**config.mk**
```make
export PLATFORM = sky130hd
export DESIGN_NAME = scalar_kalman_filter_three_channel
export DESIGN_NICKNAME = d
export VERILOG_FILES = /design/src/rtl/core/skf3_pkg.sv /design/src/rtl/core/skf3_front.sv /design/src/rtl/core/skf3_back.sv /design/src/rtl/core/scalar_kalman_filter_three_channel.sv
export SDC_FILE = /design/constraint.sdc
export NUM_CORES = 2
export LEC_CHECK = 0
export BUFFER_PORTS_ARGS = -buffer_cell sky130_fd_sc_hd__buf_2
export CAP_MARGIN = 20
export CORE_MARGIN = 2
export CORE_UTILIZATION = 42
export DETAILED_ROUTE_END_ITERATION = 12
export PLACE_DENSITY = 0.6
export SYNTH_ARGS = -nofsm -noshare
export SYNTH_HDL_FRONTEND = slang
export SYNTH_SLANG_ARGS = --single-unit
```
**constraint.sdc**
```tcl
create_clock -name i_clk -period 11.1 [get_ports i_clk]
set_clock_uncertainty 0.2 [all_clocks]
set_input_delay 0.555 -clock i_clk [delete_from_list [all_inputs] [get_ports i_clk]]
set_output_delay 0.555 -clock i_clk [all_outputs]
set_load 0.1 [all_outputs]
```
**src/rtl/core/skf3_pkg.sv**
```systemverilog
// Shared types and constants for the three-channel scalar Kalman filter.
`default_nettype none
package skf3_pkg;

    localparam int CH_W      = 2;   // channel field width
    localparam int MEAS_W    = 32;  // Q16.16 measurement / estimate width
    localparam int NOISE_W   = 24;  // Q and R register width
    localparam int ERR_W     = 25;  // stored error covariance width
    localparam int GAIN_W    = 25;  // reported gain width
    localparam int CFG_CH    = 3;   // channels that own a Q/R register pair
    localparam int CFG_IDX_W = 3;   // configuration register index width
    localparam int QUEUE_DEPTH = 2; // words held between front and back

    // Configuration register indexes.
    localparam logic [CFG_IDX_W-1:0] CFG_Q_PRESSURE    = 3'd0;
    localparam logic [CFG_IDX_W-1:0] CFG_R_PRESSURE    = 3'd1;
    localparam logic [CFG_IDX_W-1:0] CFG_Q_TEMPERATURE = 3'd2;
    localparam logic [CFG_IDX_W-1:0] CFG_R_TEMPERATURE = 3'd3;
    localparam logic [CFG_IDX_W-1:0] CFG_Q_HUMIDITY    = 3'd4;
    localparam logic [CFG_IDX_W-1:0] CFG_R_HUMIDITY    = 3'd5;

    // Reset values of the noise registers.
    localparam logic [NOISE_W-1:0] Q_PRESSURE_RST    = 24'd16777;
    localparam logic [NOISE_W-1:0] R_PRESSURE_RST    = 24'd167772;
    localparam logic [NOISE_W-1:0] Q_TEMPERATURE_RST = 24'd16777;
    localparam logic [NOISE_W-1:0] R_TEMPERATURE_RST = 24'd167772;
    localparam logic [NOISE_W-1:0] Q_HUMIDITY_RST    = 24'd134218;
    localparam logic [NOISE_W-1:0] R_HUMIDITY_RST    = 24'd838861;

    typedef struct packed {
        logic [CH_W-1:0]          channel;
        logic signed [MEAS_W-1:0] measurement;
    } t_in_word;

    typedef struct packed {
        logic [CH_W-1:0]          channel_out;
        logic signed [MEAS_W-1:0] estimate;
        logic [GAIN_W-1:0]        gain;
        logic [ERR_W-1:0]         error_estimate;
        logic                     bad_channel;
    } t_out_word;

    // Classified word handed from front to back.
    typedef struct packed {
        logic [CH_W-1:0]          channel;
        logic signed [MEAS_W-1:0] measurement;
        logic                     bad;
    } t_task;

    // Noise pair of one channel.
    typedef struct packed {
        logic [NOISE_W-1:0] q;
        logic [NOISE_W-1:0] r;
    } t_noise;

endpackage
`default_nettype wire

```
**src/rtl/core/skf3_front.sv**
```systemverilog
// Front end: accepts input words, flags unserved channels, queues them for the back end.
`default_nettype none
module skf3_front #(
    parameter int CHANNELS = 3
) (
    input  wire                   i_clk,
    input  wire                   i_rst_n,
    input  wire                   i_in_valid,
    output logic                  o_in_stall,
    input  wire skf3_pkg::t_in_word i_in_word,
    output logic                  o_task_valid,
    input  wire                   i_task_stall,
    output skf3_pkg::t_task       o_task
);

    localparam int QD    = skf3_pkg::QUEUE_DEPTH;
    localparam int PTR_W = (QD > 1) ? $clog2(QD) : 1;
    localparam int CNT_W = $clog2(QD + 1);

    skf3_pkg::t_task  r_mem [QD];
    logic [PTR_W-1:0] r_wr_ptr;
    logic [PTR_W-1:0] r_rd_ptr;
    logic [CNT_W-1:0] r_count;

    logic            push;
    logic            pop;
    skf3_pkg::t_task n_entry;

    assign o_in_stall   = (r_count == CNT_W'(QD));
    assign o_task_valid = (r_count != '0);
    assign o_task       = r_mem[r_rd_ptr];
    assign push         = i_in_valid && !o_in_stall;
    assign pop          = o_task_valid && !i_task_stall;

    always_comb begin
        n_entry.channel     = i_in_word.channel;
        n_entry.measurement = i_in_word.measurement;
        n_entry.bad         = (32'(i_in_word.channel) >= 32'(CHANNELS));
    end

    always_ff @(posedge i_clk) begin
        if (push) begin
            r_mem[r_wr_ptr] <= n_entry;
        end
    end

    always_ff @(posedge i_clk) begin
        if (!i_rst_n) begin
            r_wr_ptr <= '0;
            r_rd_ptr <= '0;
            r_count  <= '0;
        end else begin
            if (push) begin
                r_wr_ptr <= (r_wr_ptr == PTR_W'(QD - 1)) ? '0 : r_wr_ptr + 1'b1;
            end
            if (pop) begin
                r_rd_ptr <= (r_rd_ptr == PTR_W'(QD - 1)) ? '0 : r_rd_ptr + 1'b1;
            end
            case ({push, pop})
                2'b10:   r_count <= r_count + 1'b1;
                2'b01:   r_count <= r_count - 1'b1;
                default: r_count <= r_count;
            endcase
        end
    end

endmodule
`default_nettype wire

```
**src/rtl/core/skf3_back.sv**
```systemverilog
// Back end: per-channel state, bit-serial gain divider with shift-add products, result register.
`default_nettype none
module skf3_back #(
    parameter int CHANNELS      = 3,
    parameter int COV_FRAC_BITS = 24
) (
    input  wire                    i_clk,
    input  wire                    i_rst_n,
    input  wire                    i_task_valid,
    output logic                   o_task_stall,
    input  wire skf3_pkg::t_task   i_task,
    input  wire skf3_pkg::t_noise [skf3_pkg::CFG_CH-1:0] i_noise,
    output logic                   o_out_valid,
    input  wire                    i_out_stall,
    output skf3_pkg::t_out_word    o_out_word
);

    localparam int F      = COV_FRAC_BITS;
    localparam int EST_W  = skf3_pkg::MEAS_W;
    localparam int ERR_W  = skf3_pkg::ERR_W;
    localparam int NW     = skf3_pkg::NOISE_W;
    localparam int IDX_W  = (CHANNELS > 1) ? $clog2(CHANNELS) : 1;
    localparam int PP_W   = ERR_W + 1;        // P + Q
    localparam int DEN_W  = PP_W + 1;         // P + Q + R
    localparam int REM_W  = DEN_W + 1;        // shifted partial remainder
    localparam int K_W    = F + 1;            // gain, up to exactly one
    localparam int INN_W  = EST_W + 1;        // innovation
    localparam int PROD_W = F + INN_W + 1;    // gain times innovation
    localparam int KP_W   = F + PP_W + 1;     // gain times predicted covariance
    localparam int DEL_W  = PROD_W - F;       // rounded correction
    localparam int SUM_W  = DEL_W + 1;        // estimate plus correction
    localparam int CNT_W  = $clog2(F + 1);

    localparam logic signed [PROD_W-1:0] ROUND = PROD_W'(1) << (F - 1);
    localparam logic signed [SUM_W-1:0] EST_MAX =
        {{(SUM_W - EST_W + 1){1'b0}}, {(EST_W - 1){1'b1}}};
    localparam logic signed [SUM_W-1:0] EST_MIN =
        {{(SUM_W - EST_W + 1){1'b1}}, {(EST_W - 1){1'b0}}};
    localparam logic [DEN_W-1:0] ERR_MAX = DEN_W'({ERR_W{1'b1}});

    typedef enum logic [1:0] {
        S_IDLE,
        S_PREP,
        S_DIV,
        S_FIN
    } t_state;

    t_state r_state;

    logic signed [EST_W-1:0] r_est [CHANNELS];
    logic [ERR_W-1:0]        r_err [CHANNELS];

    logic [skf3_pkg::CH_W-1:0] r_ch;
    logic                      r_bad;
    logic signed [EST_W-1:0]   r_x;
    logic signed [INN_W-1:0]   r_innov;
    logic [PP_W-1:0]           r_pp;
    logic [NW-1:0]             r_r;
    logic [DEN_W-1:0]          r_den;
    logic [REM_W-1:0]          r_rem;
    logic [K_W-1:0]            r_k;
    logic signed [PROD_W-1:0]  r_acc_p;
    logic [KP_W-1:0]           r_acc_k;
    logic [CNT_W-1:0]          r_cnt;
    logic                      r_out_valid;
    skf3_pkg::t_out_word       r_out_word;

    logic [IDX_W-1:0]          idx;
    logic [NW-1:0]             sel_q;
    logic [NW-1:0]             sel_r;
    logic signed [EST_W-1:0]   x_cur;
    logic [ERR_W-1:0]          p_cur;
    logic [REM_W-1:0]          rem_sh;
    logic                      qbit;
    logic [REM_W-1:0]          n_rem;
    logic signed [PROD_W-1:0]  n_acc_p;
    logic [KP_W-1:0]           n_acc_k;
    logic signed [PROD_W-1:0]  rounded;
    logic signed [DEL_W-1:0]   delta;
    logic signed [SUM_W-1:0]   nx;
    logic signed [EST_W-1:0]   nx_sat;
    logic [KP_W-1:0]           p_diff;
    logic [DEN_W-1:0]          p_new;
    logic [ERR_W-1:0]          p_sat;
    logic                      out_free;
    skf3_pkg::t_out_word       n_out;

    assign o_task_stall = (r_state != S_IDLE);
    assign o_out_valid  = r_out_valid;
    assign o_out_word   = r_out_word;
    assign out_free     = !r_out_valid || !i_out_stall;
    assign idx          = i_task.channel[IDX_W-1:0];

    // Pick the noise pair of the head word's channel.
    always_comb begin
        case (i_task.channel)
            2'd0:    begin sel_q = i_noise[0].q; sel_r = i_noise[0].r; end
            2'd1:    begin sel_q = i_noise[1].q; sel_r = i_noise[1].r; end
            2'd2:    begin sel_q = i_noise[2].q; sel_r = i_noise[2].r; end
            default: begin sel_q = '0;           sel_r = '0;           end
        endcase
    end

    always_comb begin
        x_cur = i_task.bad ? '0 : r_est[idx];
        p_cur = i_task.bad ? '0 : r_err[idx];
    end

    // One restoring-division step; the quotient bit also drives both shift-add products.
    always_comb begin
        rem_sh  = (r_cnt == '0) ? r_rem : (r_rem << 1);
        qbit    = (r_den != '0) && (rem_sh >= REM_W'(r_den));
        n_rem   = qbit ? (rem_sh - REM_W'(r_den)) : rem_sh;
        n_acc_p = (r_acc_p <<< 1) + (qbit ? PROD_W'(r_innov) : '0);
        n_acc_k = (r_acc_k << 1) + (qbit ? KP_W'(r_pp) : '0);
    end

    // Final update: rounded correction, saturation, new covariance.
    always_comb begin
        rounded = r_acc_p + ROUND;
        delta   = $signed(rounded[PROD_W-1:F]);
        nx      = SUM_W'(r_x) + SUM_W'(delta);
        if (nx > EST_MAX) begin
            nx_sat = EST_MAX[EST_W-1:0];
        end else if (nx < EST_MIN) begin
            nx_sat = EST_MIN[EST_W-1:0];
        end else begin
            nx_sat = nx[EST_W-1:0];
        end
        p_diff = KP_W'({r_pp, {F{1'b0}}}) - r_acc_k;
        p_new  = p_diff[KP_W-1:F];
        p_sat  = (p_new > ERR_MAX) ? {ERR_W{1'b1}} : p_new[ERR_W-1:0];

        n_out.channel_out = r_ch;
        if (r_bad) begin
            n_out.estimate       = '0;
            n_out.gain           = '0;
            n_out.error_estimate = '0;
            n_out.bad_channel    = 1'b1;
        end else begin
            n_out.estimate       = nx_sat;
            n_out.gain           = skf3_pkg::GAIN_W'(r_k);
            n_out.error_estimate = p_sat;
            n_out.bad_channel    = 1'b0;
        end
    end

    always_ff @(posedge i_clk) begin
        if (!i_rst_n) begin
            r_state     <= S_IDLE;
            r_out_valid <= 1'b0;
            for (int i = 0; i < CHANNELS; i++) begin
                r_est[i] <= '0;
                r_err[i] <= '0;
            end
        end else begin
            case (r_state)
                S_IDLE: begin
                    if (i_task_valid) begin
                        r_ch    <= i_task.channel;
                        r_bad   <= i_task.bad;
                        r_x     <= x_cur;
                        r_pp    <= PP_W'(p_cur) + PP_W'(sel_q);
                        r_r     <= sel_r;
                        r_innov <= INN_W'(i_task.measurement) - INN_W'(x_cur);
                        r_state <= i_task.bad ? S_FIN : S_PREP;
                    end
                end
                S_PREP: begin
                    r_den   <= DEN_W'(r_pp) + DEN_W'(r_r);
                    r_rem   <= REM_W'(r_pp);
                    r_k     <= '0;
                    r_acc_p <= '0;
                    r_acc_k <= '0;
                    r_cnt   <= '0;
                    r_state <= S_DIV;
                end
                S_DIV: begin
                    r_rem   <= n_rem;
                    r_k     <= {r_k[K_W-2:0], qbit};
                    r_acc_p <= n_acc_p;
                    r_acc_k <= n_acc_k;
                    r_cnt   <= r_cnt + 1'b1;
                    if (r_cnt == CNT_W'(F)) begin
                        r_state <= S_FIN;
                    end
                end
                S_FIN: begin
                    // Hold here until the result register can take the word.
                    if (out_free) begin
                        r_out_word <= n_out;
                        if (!r_bad) begin
                            r_est[r_ch[IDX_W-1:0]] <= nx_sat;
                            r_err[r_ch[IDX_W-1:0]] <= p_sat;
                        end
                        r_state <= S_IDLE;
                    end
                end
                default: r_state <= S_IDLE;
            endcase

            if ((r_state == S_FIN) && out_free) begin
                r_out_valid <= 1'b1;
            end else if (!i_out_stall) begin
                r_out_valid <= 1'b0;
            end
        end
    end

endmodule
`default_nettype wire

```
**src/rtl/core/scalar_kalman_filter_three_channel.sv**
```systemverilog
// Three-channel scalar Kalman filter: configuration registers, front end and back end.
// Path: a word on a served channel passes the queue, then the back end's predict, divide and
//   finish states and the result register; a word on an unserved channel skips predict and divide.
// The back end takes one word at a time and no new word until it is done with the last, held by
//   the bit-serial gain divider (one quotient bit per cycle); output back-pressure holds finish.
// Reset (synchronous, active low) restores the noise registers to their defaults and
//   clears every channel's estimate and error covariance, the queue and the output valid flag.
`default_nettype none
module scalar_kalman_filter_three_channel #(
    parameter int CHANNELS      = 3,
    parameter int COV_FRAC_BITS = 24
) (
    input  wire                                i_clk,
    input  wire                                i_rst_n,
    input  wire                                i_in_valid,
    output logic                               o_in_stall,
    input  wire skf3_pkg::t_in_word            i_in_word,
    output logic                               o_out_valid,
    input  wire                                i_out_stall,
    output skf3_pkg::t_out_word                o_out_word,
    input  wire                                i_cfg_we,
    input  wire [skf3_pkg::CFG_IDX_W-1:0]      i_cfg_idx,
    input  wire [skf3_pkg::NOISE_W-1:0]        i_cfg_data
);

    // Noise registers, one Q/R pair per channel slot.
    logic [skf3_pkg::NOISE_W-1:0] r_q_pressure;
    logic [skf3_pkg::NOISE_W-1:0] r_r_pressure;
    logic [skf3_pkg::NOISE_W-1:0] r_q_temperature;
    logic [skf3_pkg::NOISE_W-1:0] r_r_temperature;
    logic [skf3_pkg::NOISE_W-1:0] r_q_humidity;
    logic [skf3_pkg::NOISE_W-1:0] r_r_humidity;

    skf3_pkg::t_noise [skf3_pkg::CFG_CH-1:0] noise;

    logic            task_valid;
    logic            task_stall;
    skf3_pkg::t_task task_word;

    // Take configuration writes; indexes past the last register drop.
    always_ff @(posedge i_clk) begin
        if (!i_rst_n) begin
            r_q_pressure    <= skf3_pkg::Q_PRESSURE_RST;
            r_r_pressure    <= skf3_pkg::R_PRESSURE_RST;
            r_q_temperature <= skf3_pkg::Q_TEMPERATURE_RST;
            r_r_temperature <= skf3_pkg::R_TEMPERATURE_RST;
            r_q_humidity    <= skf3_pkg::Q_HUMIDITY_RST;
            r_r_humidity    <= skf3_pkg::R_HUMIDITY_RST;
        end else if (i_cfg_we) begin
            case (i_cfg_idx)
                skf3_pkg::CFG_Q_PRESSURE:    r_q_pressure    <= i_cfg_data;
                skf3_pkg::CFG_R_PRESSURE:    r_r_pressure    <= i_cfg_data;
                skf3_pkg::CFG_Q_TEMPERATURE: r_q_temperature <= i_cfg_data;
                skf3_pkg::CFG_R_TEMPERATURE: r_r_temperature <= i_cfg_data;
                skf3_pkg::CFG_Q_HUMIDITY:    r_q_humidity    <= i_cfg_data;
                skf3_pkg::CFG_R_HUMIDITY:    r_r_humidity    <= i_cfg_data;
                default: ;
            endcase
        end
    end

    always_comb begin
        noise[0].q = r_q_pressure;
        noise[0].r = r_r_pressure;
        noise[1].q = r_q_temperature;
        noise[1].r = r_r_temperature;
        noise[2].q = r_q_humidity;
        noise[2].r = r_r_humidity;
    end

    // Front: accept, flag unserved channels, queue.
    skf3_front #(
        .CHANNELS (CHANNELS)
    ) u_front (
        .i_clk        (i_clk),
        .i_rst_n      (i_rst_n),
        .i_in_valid   (i_in_valid),
        .o_in_stall   (o_in_stall),
        .i_in_word    (i_in_word),
        .o_task_valid (task_valid),
        .i_task_stall (task_stall),
        .o_task       (task_word)
    );

    // Back: predict, divide for the gain, update state, register the result word.
    skf3_back #(
        .CHANNELS      (CHANNELS),
        .COV_FRAC_BITS (COV_FRAC_BITS)
    ) u_back (
        .i_clk        (i_clk),
        .i_rst_n      (i_rst_n),
        .i_task_valid (task_valid),
        .o_task_stall (task_stall),
        .i_task       (task_word),
        .i_noise      (noise),
        .o_out_valid  (o_out_valid),
        .i_out_stall  (i_out_stall),
        .o_out_word   (o_out_word)
    );

endmodule
`default_nettype wire

```
=== Yosys cells after proc, flatten, opt, wreduce, memory -nomap -nowiden ===
Memory sizes are Yosys's and may differ from the RTL's. A register that Yosys moved wholly into a read port is not among the register bits.
Index checks and enable logic that the tools add are counted.

* Word-level logic and storage cells: 142
* RAM bits: 241
* Input port bits: 66
* Output and inout port bits: 87
* Bits in registers: 548
* Memories kept: 3

* Eq/ne operators: 18
* Mux-type cells: 43
* Add/subtract/negate cells: 14
* Reduce and logical (&&, ||, !) cells: 31
* Magnitude comparators: 5

{| class="wikitable"
|+ Memories
! memory !! words !! width !! rd ports !! clocked after memory_dff !! write ports !! line !! text
|-
| u_back.r_est || 3 || 32 || 1 || 0 || 3 || skf3_back.sv:50 || <nowiki>logic signed [EST_W-1:0] r_est [CHANNELS];</nowiki>
|-
| u_back.r_err || 3 || 25 || 1 || 0 || 3 || skf3_back.sv:51 || <nowiki>logic [ERR_W-1:0] r_err [CHANNELS];</nowiki>
|-
| u_front.r_mem || 2 || 35 || 1 || 1 || 1 || skf3_front.sv:20 || <nowiki>skf3_pkg::t_task r_mem [QD];</nowiki>
|}

{| class="wikitable"
|+ Operators with widths
! operator !! number
|-
| $pmux 24 s3 || 2
|-
| $mux 32 || 4
|-
| $pmux 58 s2 || 1
|-
| $pmux 51 s2 || 1
|-
| $mux 25 || 3
|-
| $add 58x25->58 const B || 1
|-
| $add 58x58->58 || 1
|-
| $mux 58 || 1
|-
| $mux 28 || 2
|-
| $pmux 28 s2 || 1
|-
| $add 51x51->51 || 1
|-
| $sub 50x51->51 || 1
|-
| $pmux 25 s2 || 1
|-
| $add 32x34->35 || 1
|-
| $gt 35x32->1 const B || 1
|-
| $lt 35x32->1 const B || 1
|-
| $sub 32x32->33 || 1
|-
| $reduce_or 32->1 || 1
|-
| $ge 28x27->1 || 1
|-
| $sub 28x27->28 || 1
|-
| $add 26x24->27 || 1
|-
| $gt 27x25->1 const B || 1
|-
| $reduce_bool 27->1 || 1
|-
| $add 25x24->26 || 1
|-
| other kinds (29) || 80
|}

=== Logic depth before layout (Yosys ltp) ===
* Depth after elaboration: 8
* Gate-level depth with buffers: 31
* Mapped depth without buffers: 28

=== Modules after synthesis ===
Synthesis repeated with hierarchy kept, for this count alone.

* Cells, all modules: 4467
* Area total of the unflattened synthesis: 47510.6 µm²

{| class="wikitable"
|+ By module, submodules not included
! module !! area an instance (µm²) !! seq. area each (µm²) !! instances !! cells each
|-
| skf3_back || 39277.7 || 18828.1 || 1 || 3807
|-
| scalar_kalman_filter_three_channel || 5469.0 || 2882.8 || 1 || 522
|-
| skf3_front || 2763.9 || 2202.1 || 1 || 138
|}

=== Worst setup path before layout ===
Ideal clock, no wire load.

* Path type: flip-flop to flip-flop
* Start point: reg u_back.r_cnt[0]
* End point: reg u_back.r_acc_p[49], data pin
* Clock period less this slack: 7.166 ns
* Required time: 10.632 ns
* Cell stages (with the launch flop): 30
* Arrival time: 6.698 ns
* Slack: 3.934 ns
* Path buffers: 5
* Library setup time: 0.268 ns
* Cells stage by stage: edfxtp_1 -> inv_1 -> ha_1 -> nor4b_1 -> buf_2 -> buf_1 -> mux2_2 -> fa_1 -> nand3_1 -> nand2_1 -> a221oi_2 -> o211ai_1 -> a31oi_1 -> nor2_1 -> clkbuf_1 -> clkbuf_1 -> and2_1 -> ha_1 -> fa_1 -> a211o_1 -> o211ai_1 -> a2111o_1 -> a21oi_1 -> a21oi_1 -> a31oi_4 -> a21o_1 -> clkbuf_1 -> or4_1 -> a21oi_1 -> nor3b_1

* Longest elaborated chain between the ends: 7

{| class="wikitable"
|+ Ends and longest elaborated chain
! item !! line !! text
|-
| start: declaration || skf3_back.sv:64 || <nowiki>logic [CNT_W-1:0] r_cnt;</nowiki>
|-
| start signal: assignment || skf3_back.sv:183 || <nowiki>r_cnt <= r_cnt + 1'b1;</nowiki>
|-
| $logic_not 5->1 || skf3_back.sv:111 || <nowiki>rem_sh = (r_cnt == '0) ? r_rem : (r_rem << 1);</nowiki>
|-
| $mux 28 || skf3_back.sv:111 ||
|-
| $ge 28x27->1 || skf3_back.sv:112 || <nowiki>qbit = (r_den != '0) && (rem_sh >= REM_W'(r_den));</nowiki>
|-
| $logic_and 1x1->1 || skf3_back.sv:112 ||
|-
| $mux 58 || skf3_back.sv:114 || <nowiki>n_acc_p = (r_acc_p <<< 1) + (qbit ? PROD_W'(r_innov) : '0);</nowiki>
|-
| $add 58x58->58 || skf3_back.sv:114 ||
|-
| $pmux 58 s2 || skf3_back.sv:157 || <nowiki>case (r_state)</nowiki>
|-
| end signal: assignment || skf3_back.sv:181 || <nowiki>r_acc_p <= n_acc_p;</nowiki>
|-
| end: declaration || skf3_back.sv:62 || <nowiki>logic signed [PROD_W-1:0] r_acc_p;</nowiki>
|}

Every way passes these cells.
A chain may end at the register's enable or synchronous reset.

=== Final worst setup path ===
* Start point: reg u_back.r_cnt[0]
* End point: reg u_back.r_acc_p[44], data pin

Same word-level chain as after synthesis.

==> run_results.csv <==
group,metric,value,unit
yosys,postSynthCellCount,4672,
yosys,synth_seq_cells,847,
clocking,cts-htree-levels,3,
route,detail_route.vias_per_cell,5.63,
route,first_pass_drt_iterations,6,
pwr,cellLeakagePower,20.2,nW
clocking,cts.sink_count,847,
pwr,power_frac_seq,31.2,%
clocking,postCtsHoldBufs,58,
place,detailed_place_hpwl,88200,um
yosys,mappedNetlistArea,47400,sq um
job,timing.max_cap.violations,0,
setup_path,cp-start-kind,"register",
floorplanning,placement_rows,123,
clocking,clock_tree_from_tritoncts,"built",
yosys,synth.distinct_cells,91,
pwr,intPower,8.62,mW
floorplanning,pin_count,153,
pwr,powerDensity,279,nW/um^2
pwr,p_clk_share,22.1,%
global_route,grt_overflow_total,0,
layout,postLayoutCellArea,53400,sq um
yosys,synth_top_area_cell,"sky130_fd_sc_hd__edfxtp_1",
yosys,ys_dominant_reg_cell,"sky130_fd_sc_hd__edfxtp_1",
yosys,postSynthAreaPerCell,10.1,sq um
pwr,worst_ir_drop_vdd,193,uV
timing,tns,0,ns
setup_path,cp.buffers_inverters,3,
yosys,ys_seq_area_share,50.5,%
place,placement.cell_area,49600,sq um
setup_path,worst_ep_required_time,11.43,ns
route,drtAntennaViolNets,0,
yosys,synthTopCellsByArea,"sky130_fd_sc_hd__edfxtp_1 (44%), sky130_fd_sc_hd__dfxtp_1 (6.4%), sky130_fd_sc_hd__ha_1 (6.1%), sky130_fd_sc_hd__nand2_1 (5.0%), sky130_fd_sc_hd__a21oi_1 (3.7%)",
timing,timing_max_transition_violations_final,0,
floorplanning,core_area,112000,sq um
setup_path,worst-endpoint-arrival,8.37,ns
layout,area_growth,12.7,%
clocking,cts-resized-gates,0,
pwr,finalPower,14.9,mW
clocking,root_buffer,"sky130_fd_sc_hd__clkbuf_16",
route,detailed_router_s_first_iteration_violation_count,3194,
layout,finalCoreUtilization,47.6,%
global_route,first_global_vias,34300,
layout,layout_common_cells,"sky130_fd_sc_hd__edfxtp_1 (695), sky130_fd_sc_hd__nand2_1 (631), sky130_fd_sc_hd__nor2_1 (364), sky130_fd_sc_hd__a21oi_1 (345), sky130_fd_sc_hd__ha_1 (231)",
layout,fill_count,10300,
hold_path,hold_path.class,"input port to register",
pwr,p_comb_share,46.6,%
floorplanning,dieHeight,340,um
status,run_status,"completed",
yosys,ys_warn_count,0,
clocking,post_cts_buffers,0,
route,route.detailed.drc,0,
layout,final_layout_size_suffix_gt1_share,10.4,%
timing,max_slew_margin,24.5,%
timing,final_min_period_over_clock_period,72.4,%
timing,setup-violations-final,0,
timing,setup_repair_after_global_routing_missed_its_margin,"no",
place,gp_congestion,0.903,
global_route,grt_antenna_before_repair,2,
yosys,synth_nets,4977,
setup_path,critPathCaptureType,"register",
floorplanning,initial_core_utilization,42.2,%
clocking,path_clk_slew,0.06,ns
clocking,clock_tree.buffer_depth,3,
global_route,grt_pass1_wl,202000,um
route,wirelength,131000,um
setup_path,critical-path-max-stage-delay,0.51,ns
timing,finalCriticalPeriod,8.03,ns
pwr,net_switching_fraction_of_the_power,42.3,%
global_route,maximum_number_of_pins_on_one_net_before_global_route_repair,107,
route,via_count,35900,
clocking,clkLatencyLatePin,0.70,ns
layout,fin_nets,5096,
layout,final_common_cell,"sky130_fd_sc_hd__edfxtp_1",
setup_path,setup.worst_path.class,"register to register",
yosys,synthDominantCellAreaShare,44.0,%
place,portBuffers,152,
yosys,async_flop_share,0,%
timing,timing_worst_slew_pin_value,1.13,ns
setup_path,slowest_stage,"sky130_fd_sc_hd__a311oi_2",
global_route,grtUsageTotal,22.3,%
timing,final-hold-violation-count,0,
timing,hold_slack,0.128,ns
clocking,total_cts_buffers,96,
setup_path,worstPathMaxFanout,77,
floorplanning,die_area,116000,sq um
pwr,net-switching-power,6.30,mW
setup_path,path_delay_family,"compound AO/OA/AOI/OAI gates",
route,post_drt_wl_per_cell,20.6,um
timing,fmax,124,MHz
floorplanning,die_width,340,um
yosys,synth-edff-count,695,
==> routing by layer <==
metal | vias up | wire, um | global-route usage (%)
met2 | 1191 | 56800 | 33.6
met1 | 17300 | 61300 | 32.5
li1 | 17200 | - | -
met4 | 2 | 2780 | 5.96
met5 | - | 14 | 0
met3 | 160 | 10400 | 4.51
==> flip-flops by register name (all words and copies together) (netlist names), 25 cells and up, named ones only <==
| register | count |
|---|---|
| u_back.r_est | 128 |
| u_back.r_rem | 28 |
| u_back.o_out_word | 85 |
| u_back.r_err | 100 |
| u_back.r_x | 32 |
| u_back.r_pp | 26 |
| u_back.r_k | 25 |
| u_front.r_mem | 70 |
| u_back.r_den | 27 |
| u_back.r_acc_p | 58 |
| u_back.r_acc_k | 51 |
| u_back.r_innov | 33 |
==> worst paths after layout <==
check	start	to	slack, ns	cells after the start
hold / removal	i_in_valid	u_front.r_wr_ptr	0.13	4
setup reg to reg	u_back.r_cnt[0]	u_back.r_acc_p[44]	3.07	25
hold reg to reg	r_r_pressure[7]	r_r_pressure[7]	0.25	2
setup / recovery	u_back.r_cnt[0]	u_back.r_acc_p[44]	3.07	25
==> power by group through the flow <==
| stage | Clock (mW) | Combinational [mW] | Sequential (mW) |
|---|---|---|---|
| global placement | 0 | 6.77 | 4.72 |
| detailed placement | 0 | 6.81 | 4.71 |
| finish | 3.30 | 6.96 | 4.66 |
| floorplan | 0 | 5.05 | 4.64 |
| global route | 3.48 | 7.67 | 4.71 |
| CTS | 3.37 | 6.89 | 4.65 |
==> worst register-to-register path, delay by kind of cell, from the launching register on <==
family,cells,cell delay [ns]
AND/OR/NAND/NOR,7,1.62
adder cells (fa/ha/maj),3,0.99
buffers and inverters,3,0.85
flip-flops,1,0.43
multiplexers,3,0.91
AO/OA/AOI/OAI,9,2.89
==> cells by family (layout without fill, tap and decap cells) <==
| logic type | count (synthesis) | in the layout | synth area share (%) |
|---|---|---|---|
| XOR/XNOR | 240 | 240 | 4.44 |
| multiplexers | 154 | 154 | 4.10 |
| adder cells (fa/ha/maj) | 239 | 239 | 6.42 |
| other | 0 | 2 | 0 |
| buffers and inverters | 443 | 641 | 3.61 |
| flip-flops | 847 | 847 | 50.5 |
| AO/OA/AOI/OAI | 1030 | 1030 | 14.1 |
| AND/OR/NAND/NOR | 1719 | 1719 | 16.9 |
==> cell type report <==
| type | count | area (sq um) | area share [%] |
|---|---|---|---|
| inverters | 211 | 801 | 1.50 |
| clock buffers | 121 | 2560 | 4.79 |
| multi-input cells | 3382 | 21900 | 41.0 |
| flip-flops and latches | 847 | 23900 | 44.8 |
| clock inverters | 56 | 681 | 1.27 |
| well taps | 1500 | 1880 | 3.51 |
| diodes | 2 | 5.00 | 0.00937 |
| repair buffers | 253 | 1690 | 3.16 |
==> synth_stat cells, types with 11 or more instances <==
master                      instances
sky130_fd_sc_hd__a21oi_1          346
sky130_fd_sc_hd__o21ai_0          192
sky130_fd_sc_hd__or3_1             31
sky130_fd_sc_hd__o21a_1            37
sky130_fd_sc_hd__a21o_1            68
sky130_fd_sc_hd__ha_1             232
sky130_fd_sc_hd__inv_1            207
sky130_fd_sc_hd__o21bai_1          33
sky130_fd_sc_hd__o31ai_1           11
sky130_fd_sc_hd__nand3_1          209
sky130_fd_sc_hd__nand4_1           34
sky130_fd_sc_hd__o2111ai_1         13
sky130_fd_sc_hd__xnor2_1          161
sky130_fd_sc_hd__nor3_1            68
sky130_fd_sc_hd__clkbuf_1         186
sky130_fd_sc_hd__mux2i_1           68
sky130_fd_sc_hd__nor2_1           368
sky130_fd_sc_hd__nand3b_1          12
sky130_fd_sc_hd__dfxtp_1          152
sky130_fd_sc_hd__a31oi_1           28
sky130_fd_sc_hd__and4_1            11
sky130_fd_sc_hd__or2_2             12
sky130_fd_sc_hd__or4_1             14
sky130_fd_sc_hd__buf_1             17
sky130_fd_sc_hd__buf_2             27
sky130_fd_sc_hd__mux2_2            60
sky130_fd_sc_hd__a211oi_1         148
sky130_fd_sc_hd__a2111oi_1         11
sky130_fd_sc_hd__edfxtp_1         695
sky130_fd_sc_hd__nor4_1            37
sky130_fd_sc_hd__mux4_2            26
sky130_fd_sc_hd__nand2b_1          43
sky130_fd_sc_hd__nor2b_1           53
sky130_fd_sc_hd__and3_1            41
sky130_fd_sc_hd__xor2_1            79
sky130_fd_sc_hd__o211ai_1          19
sky130_fd_sc_hd__nand2_1          635
sky130_fd_sc_hd__and2_1           130
==> metrics by stage <==
step	worst slack, ns	cells
after floorplan	3.93	4672
after global placement	3.30	6133
after detailed placement	3.15	6133
after CTS	3.14	6368
after global routing	2.47	6370
final	3.07	6372
No activity file was read; power rests on OpenSTA's default activity.
